==> config.mk <==
export PLATFORM = sky130hd
export DESIGN_NAME = thermistor_adc_to_temperature_flat
export DESIGN_NICKNAME = d
export VERILOG_FILES = /design/src/design/tadc_pkg.sv /design/src/design/tadc_if.sv /design/src/design/thermistor_adc_to_temperature.sv /design/src/design/tadc_div.sv /design/src/design/tadc_seg.sv /design/src/flat_wrapper.sv
export VERILOG_INCLUDE_DIRS = /design/src /design/src/design
export SDC_FILE = /design/constraint.sdc
export NUM_CORES = 1
export LEC_CHECK = 0
export BUFFER_PORTS_ARGS = -buffer_cell sky130_fd_sc_hd__buf_2
export CAP_MARGIN = 20
export CORE_UTILIZATION = 29
export DETAILED_ROUTE_END_ITERATION = 10
export PLACE_DENSITY = 0.5
export SLEW_MARGIN = 25
export SYNTH_ARGS = -nofsm -noshare
export SYNTH_HDL_FRONTEND = slang
export SYNTH_SLANG_ARGS = --single-unit
export TNS_END_PERCENT = 20
==> constraint.sdc <==
create_clock -name clk_i -period 14.2 [get_ports clk_i]
set_input_delay 1.42 -clock clk_i [delete_from_list [all_inputs] [get_ports clk_i]]
set_output_delay 1.42 -clock clk_i [all_outputs]
set_load 0.03 [all_outputs]
==> src/design/thermistor_adc_to_temperature_macros.svh <==
// assertion macros for the thermistor converter
// expects clk_i and rst_ni in the scope where a macro is used
`ifndef THERMISTOR_ADC_TO_TEMPERATURE_MACROS_SVH
`define THERMISTOR_ADC_TO_TEMPERATURE_MACROS_SVH

// same-cycle implication, checked on every rising edge out of reset
`define TADC_ASSERT_NOW(lbl, ante, cons) \
  lbl: assert property (@(posedge clk_i) disable iff (!rst_ni) (ante) |-> (cons)) \
    else $error("tadc check failed");

// next-cycle implication
`define TADC_ASSERT_NEXT(lbl, ante, cons) \
  lbl: assert property (@(posedge clk_i) disable iff (!rst_ni) (ante) |=> (cons)) \
    else $error("tadc check failed");

`endif

==> src/design/tadc_pkg.sv <==
// shared constants, segment tables and structs for the thermistor converter
// no dependencies
`timescale 1ns / 1ps

package tadc_pkg;

  // field and datapath widths
  localparam int ADC_CODE_W   = 10;
  localparam int ADC_BITS_DEF = 10;
  localparam int MV_W         = 12;
  localparam int NUM_W        = 25;
  localparam int DEN_W        = 13;
  localparam int Q_W          = 16;
  localparam int QT_W         = 10;
  localparam int CNT_W        = 5;
  localparam int R_W          = 16;
  localparam int DIFF_W       = 14;
  localparam int SCALE_W      = 10;
  localparam int NUM2_W       = 23;
  localparam int T_W          = 13;
  localparam int SEG_N        = 6;

  // divider constants
  localparam logic [MV_W-1:0]    VREF_MV    = 12'd3300;
  localparam logic [R_W-1:0]     SERIES_OHM = 16'd10000;
  localparam logic [SCALE_W-1:0] SCALE_LO   = 10'd100;
  localparam logic [SCALE_W-1:0] SCALE_HI   = 10'd1000;
  localparam logic [T_W-1:0]     T_MAX      = 13'd5999;

  // segment tables, open at both ends, hottest last
  localparam logic [R_W-1:0] SEG_TOP [SEG_N] = '{
    16'd33970, 16'd20310, 16'd12570, 16'd8034, 16'd5298, 16'd3586};
  localparam logic [R_W-1:0] SEG_BOT [SEG_N] = '{
    16'd20310, 16'd12570, 16'd8034, 16'd5298, 16'd3586, 16'd2484};
  localparam logic [DEN_W-1:0] SEG_SLOPE [SEG_N] = '{
    13'd1366, 13'd774, 13'd4537, 13'd2737, 13'd1717, 13'd1102};
  localparam logic SEG_FINE [SEG_N] = '{1'b0, 1'b0, 1'b1, 1'b1, 1'b1, 1'b1};
  localparam logic [T_W-1:0] SEG_BASE [SEG_N] = '{
    13'd0, 13'd1000, 13'd2000, 13'd3000, 13'd4000, 13'd5000};

  // request to the serial divider
  typedef struct packed {
    logic             start;
    logic [DEN_W-1:0] hi;
    logic [Q_W-1:0]   lo;
    logic [CNT_W-1:0] cnt;
    logic [DEN_W-1:0] den;
  } div_req_t;

  // divider response
  typedef struct packed {
    logic           done;
    logic [Q_W-1:0] quot;
  } div_rsp_t;

  // segment lookup result
  typedef struct packed {
    logic              hit;
    logic [DIFF_W-1:0] diff;
    logic              fine;
    logic [DEN_W-1:0]  slope;
    logic [T_W-1:0]    base;
  } seg_info_t;

endpackage

==> src/design/tadc_if.sv <==
// valid/ready channel interfaces for adc words and temperature words
// depends on tadc_pkg
`timescale 1ns / 1ps

interface tadc_in_if;
  logic                           valid;
  logic                           ready;
  logic [tadc_pkg::ADC_CODE_W-1:0] adc_code;

  modport source (output valid, output adc_code, input ready);
  modport sink   (input valid, input adc_code, output ready);
endinterface

interface tadc_out_if;
  logic                    valid;
  logic                    ready;
  logic [tadc_pkg::T_W-1:0] temp_centi;
  logic                    in_range;

  modport source (output valid, output temp_centi, output in_range, input ready);
  modport sink   (input valid, input temp_centi, input in_range, output ready);
endinterface

==> src/design/thermistor_adc_to_temperature.sv <==
// an accepted word is scaled to millivolts and to the divider numerator, the divider
// resolves its resistance and the segment lookup follows; only an in-range reading takes
// the second pass of the shared bit-serial divider (16 then 10 quotient bits), and a
// resistance over 16 bits skips both passes; one word at a time, the next is taken only
// once the result register is loaded; reset: held temperature clears to zero, channels empty, result register free
`timescale 1ns / 1ps

`include "thermistor_adc_to_temperature_macros.svh"

module thermistor_adc_to_temperature #(
  parameter int ADC_BITS = tadc_pkg::ADC_BITS_DEF
) (
  input  logic              clk_i,
  input  logic              rst_ni,
  tadc_in_if.sink           adc_i,
  tadc_out_if.source        temp_o
);

  typedef enum logic [3:0] {
    S_IDLE, S_MV, S_NUM, S_D1, S_W1, S_SEG, S_MUL, S_D2, S_W2, S_OUT
  } state_e;

  localparam int PROD_W = ADC_BITS + tadc_pkg::MV_W;
  localparam int NUM_PROD_W = tadc_pkg::MV_W + tadc_pkg::R_W;
  localparam int PROD2_W = tadc_pkg::DIFF_W + tadc_pkg::SCALE_W;

  state_e                       state_q;
  logic [ADC_BITS-1:0]          code_q;
  logic [tadc_pkg::MV_W-1:0]    mv_q;
  logic [tadc_pkg::NUM_W-1:0]   num_q;
  logic [tadc_pkg::DEN_W-1:0]   den_q;
  tadc_pkg::seg_info_t          seg_q;
  logic [tadc_pkg::NUM2_W-1:0]  num2_q;
  logic [tadc_pkg::T_W-1:0]     t_q;
  logic                         ok_q;
  logic [tadc_pkg::T_W-1:0]     held_q;
  logic                         out_valid_q;
  logic [tadc_pkg::T_W-1:0]     temp_q;
  logic                         inr_q;

  logic [PROD_W-1:0]            mv_prod;
  logic [NUM_PROD_W-1:0]        num_prod;
  logic [PROD2_W-1:0]           prod2;
  logic [tadc_pkg::DEN_W-1:0]   num_hi;
  logic                         ovf;
  logic                         out_free;
  tadc_pkg::div_req_t           div_req;
  tadc_pkg::div_rsp_t           div_rsp;
  tadc_pkg::seg_info_t          seg_info;

  // code to millivolts, and 10000*mv for the divider
  assign mv_prod  = PROD_W'(code_q) * PROD_W'(tadc_pkg::VREF_MV);
  assign num_prod = NUM_PROD_W'(mv_q) * NUM_PROD_W'(tadc_pkg::SERIES_OHM);

  // a quotient of 2^16 or more lies above every segment
  assign num_hi = tadc_pkg::DEN_W'(num_q[tadc_pkg::NUM_W-1:tadc_pkg::Q_W]);
  assign ovf    = num_hi >= den_q;

  // offset into the segment scaled by 100 or 1000
  assign prod2 = PROD2_W'(seg_q.diff) *
                 PROD2_W'(seg_q.fine ? tadc_pkg::SCALE_HI : tadc_pkg::SCALE_LO);

  // the result register can take a word
  assign out_free = !out_valid_q || temp_o.ready;

  // divider requests for the resistance and the temperature passes
  always_comb begin
    div_req = '0;
    case (state_q)
      S_D1: begin
        div_req.start = !ovf;
        div_req.hi    = num_hi;
        div_req.lo    = num_q[tadc_pkg::Q_W-1:0];
        div_req.cnt   = tadc_pkg::CNT_W'(tadc_pkg::Q_W);
        div_req.den   = den_q;
      end
      S_D2: begin
        div_req.start = 1'b1;
        div_req.hi    = num2_q[tadc_pkg::NUM2_W-1:tadc_pkg::QT_W];
        div_req.lo    = {num2_q[tadc_pkg::QT_W-1:0], (tadc_pkg::Q_W-tadc_pkg::QT_W)'(0)};
        div_req.cnt   = tadc_pkg::CNT_W'(tadc_pkg::QT_W);
        div_req.den   = seg_q.slope;
      end
      default: div_req = '0;
    endcase
  end

  tadc_div u_div (
    .clk_i  (clk_i),
    .rst_ni (rst_ni),
    .req_i  (div_req),
    .rsp_o  (div_rsp)
  );

  tadc_seg u_seg (
    .r_i   (div_rsp.quot),
    .seg_o (seg_info)
  );

  // sequencer, held temperature and result register
  always_ff @(posedge clk_i or negedge rst_ni) begin
    if (!rst_ni) begin
      state_q     <= S_IDLE;
      code_q      <= '0;
      mv_q        <= '0;
      num_q       <= '0;
      den_q       <= '0;
      seg_q       <= '0;
      num2_q      <= '0;
      t_q         <= '0;
      ok_q        <= 1'b0;
      held_q      <= '0;
      out_valid_q <= 1'b0;
      temp_q      <= '0;
      inr_q       <= 1'b0;
    end else begin
      // word taken by the sink; a new word loaded below takes its place
      if (out_valid_q && temp_o.ready && state_q != S_OUT) begin
        out_valid_q <= 1'b0;
      end
      case (state_q)
        S_IDLE: begin
          if (adc_i.valid) begin
            code_q  <= ADC_BITS'(adc_i.adc_code);
            state_q <= S_MV;
          end
        end
        S_MV: begin
          mv_q    <= mv_prod[PROD_W-1:ADC_BITS];
          state_q <= S_NUM;
        end
        S_NUM: begin
          num_q   <= num_prod[tadc_pkg::NUM_W-1:0];
          den_q   <= tadc_pkg::DEN_W'(tadc_pkg::VREF_MV - mv_q);
          state_q <= S_D1;
        end
        S_D1: begin
          ok_q    <= 1'b0;
          state_q <= ovf ? S_OUT : S_W1;
        end
        S_W1: begin
          if (div_rsp.done) begin
            seg_q   <= seg_info;
            ok_q    <= seg_info.hit;
            state_q <= S_SEG;
          end
        end
        S_SEG: begin
          state_q <= ok_q ? S_MUL : S_OUT;
        end
        S_MUL: begin
          num2_q  <= prod2[tadc_pkg::NUM2_W-1:0];
          state_q <= S_D2;
        end
        S_D2: begin
          state_q <= S_W2;
        end
        S_W2: begin
          if (div_rsp.done) begin
            t_q     <= tadc_pkg::T_W'(div_rsp.quot[tadc_pkg::QT_W-1:0]) + seg_q.base;
            state_q <= S_OUT;
          end
        end
        S_OUT: begin
          if (out_free) begin
            out_valid_q <= 1'b1;
            inr_q       <= ok_q;
            temp_q      <= ok_q ? t_q : held_q;
            if (ok_q) begin
              held_q <= t_q;
            end
            state_q <= S_IDLE;
          end
        end
        default: state_q <= S_IDLE;
      endcase
    end
  end

  assign adc_i.ready       = (state_q == S_IDLE);
  assign temp_o.valid      = out_valid_q;
  assign temp_o.temp_centi = temp_q;
  assign temp_o.in_range   = inr_q;

  // checks
  `TADC_ASSERT_NOW(a_out_matches_held, temp_o.valid, temp_o.temp_centi == held_q)
  `TADC_ASSERT_NOW(a_held_bounded, 1'b1, held_q <= tadc_pkg::T_MAX)
  `TADC_ASSERT_NOW(a_done_in_wait, div_rsp.done, state_q == S_W1 || state_q == S_W2)
  `TADC_ASSERT_NEXT(a_temp_pass_ok, state_q == S_W2 && div_rsp.done, state_q == S_OUT && ok_q)

endmodule

==> src/design/tadc_div.sv <==
// restoring divider, one quotient bit per cycle, narrow remainder datapath
// depends on tadc_pkg
`timescale 1ns / 1ps

module tadc_div (
  input  logic               clk_i,
  input  logic               rst_ni,
  input  tadc_pkg::div_req_t req_i,
  output tadc_pkg::div_rsp_t rsp_o
);

  logic [tadc_pkg::DEN_W-1:0] rem_q, rem_d;
  logic [tadc_pkg::DEN_W-1:0] den_q;
  logic [tadc_pkg::Q_W-1:0]   lo_q;
  logic [tadc_pkg::Q_W-1:0]   quot_q;
  logic [tadc_pkg::CNT_W-1:0] cnt_q;
  logic                       busy_q;
  logic                       done_q;
  logic [tadc_pkg::DEN_W:0]   trial;
  logic                       ge;

  // one trial subtraction per cycle
  always_comb begin
    trial = {rem_q, lo_q[tadc_pkg::Q_W-1]};
    ge    = trial >= {1'b0, den_q};
    rem_d = ge ? tadc_pkg::DEN_W'(trial - {1'b0, den_q}) : trial[tadc_pkg::DEN_W-1:0];
  end

  // control
  always_ff @(posedge clk_i or negedge rst_ni) begin
    if (!rst_ni) begin
      busy_q <= 1'b0;
      done_q <= 1'b0;
      cnt_q  <= '0;
    end else if (req_i.start) begin
      busy_q <= 1'b1;
      done_q <= 1'b0;
      cnt_q  <= req_i.cnt;
    end else if (busy_q) begin
      cnt_q <= cnt_q - 1'b1;
      if (cnt_q == tadc_pkg::CNT_W'(1)) begin
        busy_q <= 1'b0;
        done_q <= 1'b1;
      end
    end else begin
      done_q <= 1'b0;
    end
  end

  // remainder, dividend and quotient shift registers
  always_ff @(posedge clk_i) begin
    if (req_i.start) begin
      rem_q  <= req_i.hi;
      lo_q   <= req_i.lo;
      den_q  <= req_i.den;
      quot_q <= '0;
    end else if (busy_q) begin
      rem_q  <= rem_d;
      lo_q   <= {lo_q[tadc_pkg::Q_W-2:0], 1'b0};
      quot_q <= {quot_q[tadc_pkg::Q_W-2:0], ge};
    end
  end

  assign rsp_o.done = done_q;
  assign rsp_o.quot = quot_q;

endmodule

==> src/design/tadc_seg.sv <==
// resistance to segment lookup: bounds compare and offset into the segment
// depends on tadc_pkg
`timescale 1ns / 1ps

module tadc_seg (
  input  logic [tadc_pkg::R_W-1:0] r_i,
  output tadc_pkg::seg_info_t      seg_o
);

  // segments are disjoint, so at most one matches
  always_comb begin
    seg_o = '0;
    for (int i = 0; i < tadc_pkg::SEG_N; i++) begin
      if (r_i < tadc_pkg::SEG_TOP[i] && r_i > tadc_pkg::SEG_BOT[i]) begin
        seg_o.hit   = 1'b1;
        seg_o.diff  = tadc_pkg::DIFF_W'(tadc_pkg::SEG_TOP[i] - r_i);
        seg_o.fine  = tadc_pkg::SEG_FINE[i];
        seg_o.slope = tadc_pkg::SEG_SLOPE[i];
        seg_o.base  = tadc_pkg::SEG_BASE[i];
      end
    end
  end

endmodule

==> src/flat_wrapper.sv <==
// flat-port wrapper written by rule: the top's interface ports become plain ports
module thermistor_adc_to_temperature_flat 
#(
  parameter int ADC_BITS = tadc_pkg::ADC_BITS_DEF
)
  (clk_i, rst_ni, adc_i_valid, adc_i_adc_code, adc_i_ready, temp_o_valid, temp_o_temp_centi, temp_o_in_range, temp_o_ready);
  tadc_in_if adc_i_i ();
  tadc_out_if temp_o_i ();
  input  logic clk_i;
  input  logic rst_ni;
  input wire logic [$bits(adc_i_i.valid)-1:0] adc_i_valid;
  input wire logic [$bits(adc_i_i.adc_code)-1:0] adc_i_adc_code;
  output wire logic [$bits(adc_i_i.ready)-1:0] adc_i_ready;
  output wire logic [$bits(temp_o_i.valid)-1:0] temp_o_valid;
  output wire logic [$bits(temp_o_i.temp_centi)-1:0] temp_o_temp_centi;
  output wire logic [$bits(temp_o_i.in_range)-1:0] temp_o_in_range;
  input wire logic [$bits(temp_o_i.ready)-1:0] temp_o_ready;
  assign adc_i_i.valid = adc_i_valid;
  assign adc_i_i.adc_code = adc_i_adc_code;
  assign adc_i_ready = adc_i_i.ready;
  assign temp_o_valid = temp_o_i.valid;
  assign temp_o_temp_centi = temp_o_i.temp_centi;
  assign temp_o_in_range = temp_o_i.in_range;
  assign temp_o_i.ready = temp_o_ready;
  thermistor_adc_to_temperature #(.ADC_BITS(ADC_BITS)) u_core (.clk_i(clk_i), .rst_ni(rst_ni), .adc_i(adc_i_i), .temp_o(temp_o_i));
endmodule
==> results of run 1 <==
flip-flops by register name, summed over array words and instances (netlist names), 12 cells and up:
| signal | flops |
|---|---|
| u_core.temp_o.temp_centi | 13 |
| u_core.seg_q | 33 |
| u_core.num_q | 20 |
| u_core.mv_q | 12 |
| u_core.t_q | 13 |
| u_core.u_div.rem_q | 13 |
| u_core.u_div.quot_q | 16 |
| u_core.u_div.lo_q | 12 |
| u_core.num2_q | 21 |
| u_core.u_div.den_q | 13 |
| u_core.den_q | 13 |
layout make-up:
class,count,area share [%]
inverters,276,5.34
clock buffers,33,3.48
multi-input cells,1368,57.5
repair buffers,45,1.41
clock inverters,11,0.509
well taps,782,5.04
flip-flops and latches,203,26.8
worst paths after layout:
kind	start	endpoint	slack, ps	cells after the start
max	u_core.seg_q[26]$_DFFE_PN0P_	u_core.num2_q[21]$_DFFE_PN0P_	7920	18
min	u_core.t_q[12]$_DFFE_PN0P_	u_core.t_q[12]$_DFFE_PN0P_	480	2
max reg2reg	u_core.seg_q[26]$_DFFE_PN0P_	u_core.num2_q[21]$_DFFE_PN0P_	7920	18
min reg2reg	u_core.t_q[12]$_DFFE_PN0P_	u_core.t_q[12]$_DFFE_PN0P_	480	2
max in group asynchronous	rst_ni	u_core.num_q[24]$_DFFE_PN0P_	12000	2
min in group asynchronous	rst_ni	u_core.t_q[6]$_DFFE_PN0P_	960	1
cell families after synthesis:
| logic type | synth area share [%] |
|---|---|
| buffers and inverters | 7.87 |
| XOR/XNOR | 4.60 |
| AND/OR/NAND/NOR | 12.0 |
| other | 0.0424 |
| AO/OA/AOI/OAI | 14.5 |
| flip-flops | 29.3 |
| multiplexers | 3.92 |
| adder cells (fa/ha/maj) | 27.7 |
layout by cell type, fill, tap and decap left out, types with 13 or more instances in the layout:
cell | synthesis | routed
a22oi_1 | 23 | 23
o211ai_1 | 16 | 16
fa_1 | 100 | 100
o21ai_0 | 153 | 153
buf_4 | 3 | 16
buf_2 | 15 | 28
xnor2_1 | 60 | 60
nor2_1 | 105 | 105
nand3_1 | 19 | 19
mux2_2 | 35 | 35
clkbuf_16 | 0 | 24
and3_1 | 14 | 14
a21oi_1 | 86 | 86
a21o_1 | 19 | 19
dfrtp_1 | 149 | 148
ha_1 | 231 | 231
inv_1 | 275 | 275
mux2i_1 | 30 | 30
nand2b_1 | 13 | 13
edfxtp_1 | 38 | 38
xor2_1 | 33 | 33
nor3_1 | 21 | 21
dfxtp_1 | 16 | 16
a31oi_1 | 16 | 16
and2_1 | 13 | 13
nand2_1 | 190 | 190
worst max-delay path: cells and delay by family, from the launching register on:
kind | cells | cell delay [ps]
adders and majority gates | 6 | 2450
and+or+nand+nor | 1 | 320
buffers and inverters | 3 | 740
DFF | 1 | 730
AOI/OAI and AO/OA | 7 | 1750
xor gates and xnor gates | 1 | 150
per-layer routing:
metal | vias up | track usage (%) | part of all wire [%]
li1 | 6509 | - | -
met1 | 6190 | 19.5 | 51
met2 | 196 | 21.7 | 45
met3 | 45 | 1.54 | 3.0
met4 | 0 | 2.72 | 1.7
met5 | - | 0 | 0
metrics by stage:
stage	setup slack (ps)	cell area [sq um]	cells	utilization, %
after global routing	7370	19400	2718	32.2
after floorplan	9100	17700	1930	-
after detailed placement	7910	18600	2674	30.9
after global placement	8040	18600	2674	30.9
after CTS	7890	19400	2718	32.1
final	7920	19400	2718	32.2
==> impl_metrics.ini, run 1 <==
[sta]
worstMarginPinSlew_ps = 989
period_needed_ps = 6280
fin_setup_tns_ps = 0
finClkSkew_ps = 25.9
hold_viol = 0
timing.fmax_ghz = 0.159
fin_worst_hold_slack_ps = 477
slew_headroom_pct = 34.0
period_share_pct = 44.2
rsz0062_at_grt = no
slew_violations = 0
setup_violations = 0

[logic_synthesis]
syn_area_sq_um = 17700
avgSynthCellArea_sq_um = 9.22
ys_seq_area_share_pct = 29.3
postSynthCellCount = 1920
synth_edf_count = 38
synthTopCellsByArea = dfrtp_1 (21%), ha_1 (16%), fa_1 (11%), edfxtp_1 (6.4%), inv_1 (5.8%)
yosys.area.top_type = dfrtp_1
synth_seq_cells = 203
synthDominantCellAreaShare_pct = 21.1
ys_warn_count = 0
ys_types = 83
synth.most_common_cell = inv_1
synth_common_cells = inv_1 (275), ha_1 (231), nand2_1 (190), o21ai_0 (153), dfrtp_1 (149)
ys.flop_type = dfrtp_1
async_flop_share_pct = 73.4

[cts]
cts_buffers = 24
hold_buffers = 0
cts.clk_slew.worst_paths_ps = 60
post_cts_buffers = 0
cts_root_buf = clkbuf_16
insertion_delay_ps = 550
cts_buffer_depth = 3
cts_resized = 0
cts.sinks = 203
htreeDepth = 1
cts_tree = done

[global_route]
antenna_found_initial = 0
grt_max_degree = 101
grt_pass1_wl_mm = 69.6
grtUsageTotal_pct = 13.5
grt_pass1_vias = 13200
overflow = 0

[layout]
multi_input_area_sq_um = 11200
fillers = 6348
n_antenna_cell = 0
seq_area_sq_um = 5190
syn_to_final_growth_pct = 9.68
nNetsFinal = 2263
layout-drive-gt1-share_pct = 7.59

[worst_setup_path]
start_kind = flip-flop
worstPathArrival_ps = 6680
critPathSlowestCell = dfrtp_1
crit_path_end_kind = flip-flop
path_cells = clkinv_1, nor2_1, ha_1, fa_1, inv_1, fa_1, inv_1, fa_1, ha_1, ha_1, a21o_1, a21oi_1, o21ai_0, o41ai_1, o211ai_1, a31oi_1, xor2_1, o21ai_0
critPathKind = flip-flop to flip-flop
critPathMaxFanout = 20
cp.required_ps = 14600
cp_slowest_stage_delay_ps = 730

[die]
die_x_um = 249
die_area_sq_um = 62000
rows = 90
die_height_um = 249
io_pins = 30
start_util_pct = 29.3
core_sq_um = 60400

[route]
vias_per_cell = 4.76
wl_per_cell_um = 15.3
drc = 0
vias = 12900
ant_nets = 0
drt_iter0_markers = 671
route.final.wire_length_mm = 41.7
first_pass_iters = 5

[status]
outcome = complete, no violations

[run]
drv_cap = 0

[placed_design]
gp_congestion = 0.832
dp_hpwl_mm = 32.2
place.port_buffers = 29

[worst_hold_path]
hold_path_class = flip-flop to flip-flop
Power of run 1 is not shown: default switching activity piles up to over one toggle a cycle in this logic, so the estimate is an artifact.
==> run 2: changes to the inputs <==
--- a/config.mk
+++ b/config.mk
@@ -10,7 +10,7 @@
 export CAP_MARGIN = 20
 export CORE_UTILIZATION = 29
 export DETAILED_ROUTE_END_ITERATION = 10
-export PLACE_DENSITY = 0.5
+export PLACE_DENSITY = 0.51
 export SLEW_MARGIN = 25
 export SYNTH_ARGS = -nofsm -noshare
 export SYNTH_HDL_FRONTEND = slang
==> constraint.sdc (replaced) <==
create_clock -name clk_i -period 5.6 [get_ports clk_i]
set_input_delay 0.56 -clock clk_i [delete_from_list [all_inputs] [get_ports clk_i]]
set_output_delay 0.56 -clock clk_i [all_outputs]
set_load 0.03 [all_outputs]
==> run 2 against run 1 <==
  * Utilization increased by 0.089 points
  * Non-clock buffer count increased by 7
  * Worst hold slack got worse by 390 ps
  * Critical endpoint unchanged
  * Largest cell class unchanged
  * Wire length decreased by 0.40%
==> impl_metrics.ini, run 2 (synthesis results as in run 1) <==
[die]
die_height_um = 249
io_pins = 30
die_area_sq_um = 62000
core_sq_um = 60400
die_x_um = 249
start_util_pct = 29.3
rows = 90

[route]
drc = 0
route.final.wire_length_mm = 41.5
drt_iter0_markers = 787
ant_nets = 0
first_pass_iters = 5
vias_per_cell = 4.79
vias = 13100
wl_per_cell_um = 15.2

[layout]
syn_to_final_growth_pct = 9.99
largestRegisters = u_core.seg_q x33, u_core.num2_q x21, u_core.num_q x20
instances_no_fill = 2727
n_antenna_cell = 0
layout-drive-gt1-share_pct = 7.61
largest_reg_flops = 33
final_common_cell = inv_1
final_cell_mix = inv_1 (275), ha_1 (231), nand2_1 (190)
nNetsFinal = 2271
final_area_sq_um = 19500
regMostFlops = u_core.seg_q

[cts]
cts_root_buf = clkbuf_16
hold_buffers = 0
cts_buffers = 25
cts.clk_slew.worst_paths_ps = 60
cts_buffer_depth = 3
insertion_delay_ps = 560
cts_tree = done
post_cts_buffers = 0
cts_resized = 0
cts.sinks = 203
htreeDepth = 1

[sta]
slew_violations = 0
rsz0062_at_grt = no
finClkSkew_ps = 31.9
hold_viol = 0
period_needed_ps = 5160
worst_slack_ps = 437
period_share_pct = 92.2
worstMarginPinSlew_ps = 1080
fin_setup_tns_ps = 0
slew_headroom_pct = 27.9
setup_violations = 0
timing.fmax_ghz = 0.194

[run]
drv_cap = 0

[global_route]
overflow = 0
grt_pass1_vias = 13300
antenna_found_initial = 0
grt_max_degree = 98
grtUsageTotal_pct = 13.6
grt_pass1_wl_mm = 70.3

[placed_design]
gp_congestion = 0.820
dp_cells = 2681
dp_hpwl_mm = 32.5
post-place-ws_ps = 446
place.port_buffers = 29
placedInstanceArea_sq_um = 18700

[status]
outcome = complete, no violations

[worst_setup_path]
crit_path_end_kind = flip-flop
ff2ff_path_depth = 18
cp.required_ps = 6000
worstPathArrival_ps = 5570
start_kind = flip-flop
critPathMaxFanout = 14
critPathKind = flip-flop to flip-flop

[worst_hold_path]
hold_path_class = input port to async pin
==> run 2: worst max-delay path, stage by stage (launching register included) <==
cell	delay (ps)
dfrtp_1	420
buf_4	230
mux2_2	370
fa_1	510
inv_1	50
fa_1	460
fa_1	540
inv_1	40
ha_1	330
fa_1	480
a21o_1	200
a21oi_1	200
o21ai_0	150
o41ai_1	280
buf_4	200
o211ai_1	100
a31oi_1	200
xor2_1	150
o21ai_0	80
==> run 2: area by class of cell <==
| cell class | instances | area [sq um] |
|---|---|---|
| clock inverters | 10 | 90.1 |
| flip-flops and latches | 203 | 5190 |
| inverters | 276 | 1040 |
| well taps | 782 | 978 |
| fillers | 6342 | 40900 |
| clock buffers | 36 | 687 |
| multi-input cells | 1368 | 11200 |
| repair buffers | 52 | 327 |
==> run 2: per-layer routing <==
| metal | wire, um | vias to the layer above | track usage [%] |
|---|---|---|---|
| met5 | 0 | - | 0 |
| met4 | 842 | 0 | 3.32 |
| met3 | 1420 | 51 | 1.34 |
| met2 | 18300 | 228 | 21.5 |
| met1 | 20900 | 6241 | 19.9 |
| li1 | - | 6532 | - |
==> run 2: stage by stage <==
stage               hold WS (ps)  util [%]
global route                 158      32.2
global placement             467      30.9
floorplan                    264         -
detailed placement           467      30.9
finish                      82.7      32.2
CTS                          137      32.2
==> run 2: final timing paths <==
path / startpoint / end / slack, ps
max reg2reg: u_core.seg_q[26]$_DFFE_PN0P_ / u_core.num2_q[21]$_DFFE_PN0P_ / 440
min in group clk_i: adc_i_adc_code[1] / u_core.code_q[1]$_DFFE_PN0P_ / 230
max: u_core.seg_q[26]$_DFFE_PN0P_ / u_core.num2_q[21]$_DFFE_PN0P_ / 440
max in group asynchronous: rst_ni / u_core.den_q[3]$_DFFE_PN0P_ / 4550
min reg2reg: u_core.seg_q[16]$_DFFE_PN0P_ / u_core.seg_q[16]$_DFFE_PN0P_ / 480
min: rst_ni / u_core.t_q[7]$_DFFE_PN0P_ / 80
Power of run 2 is left out for the same reason.
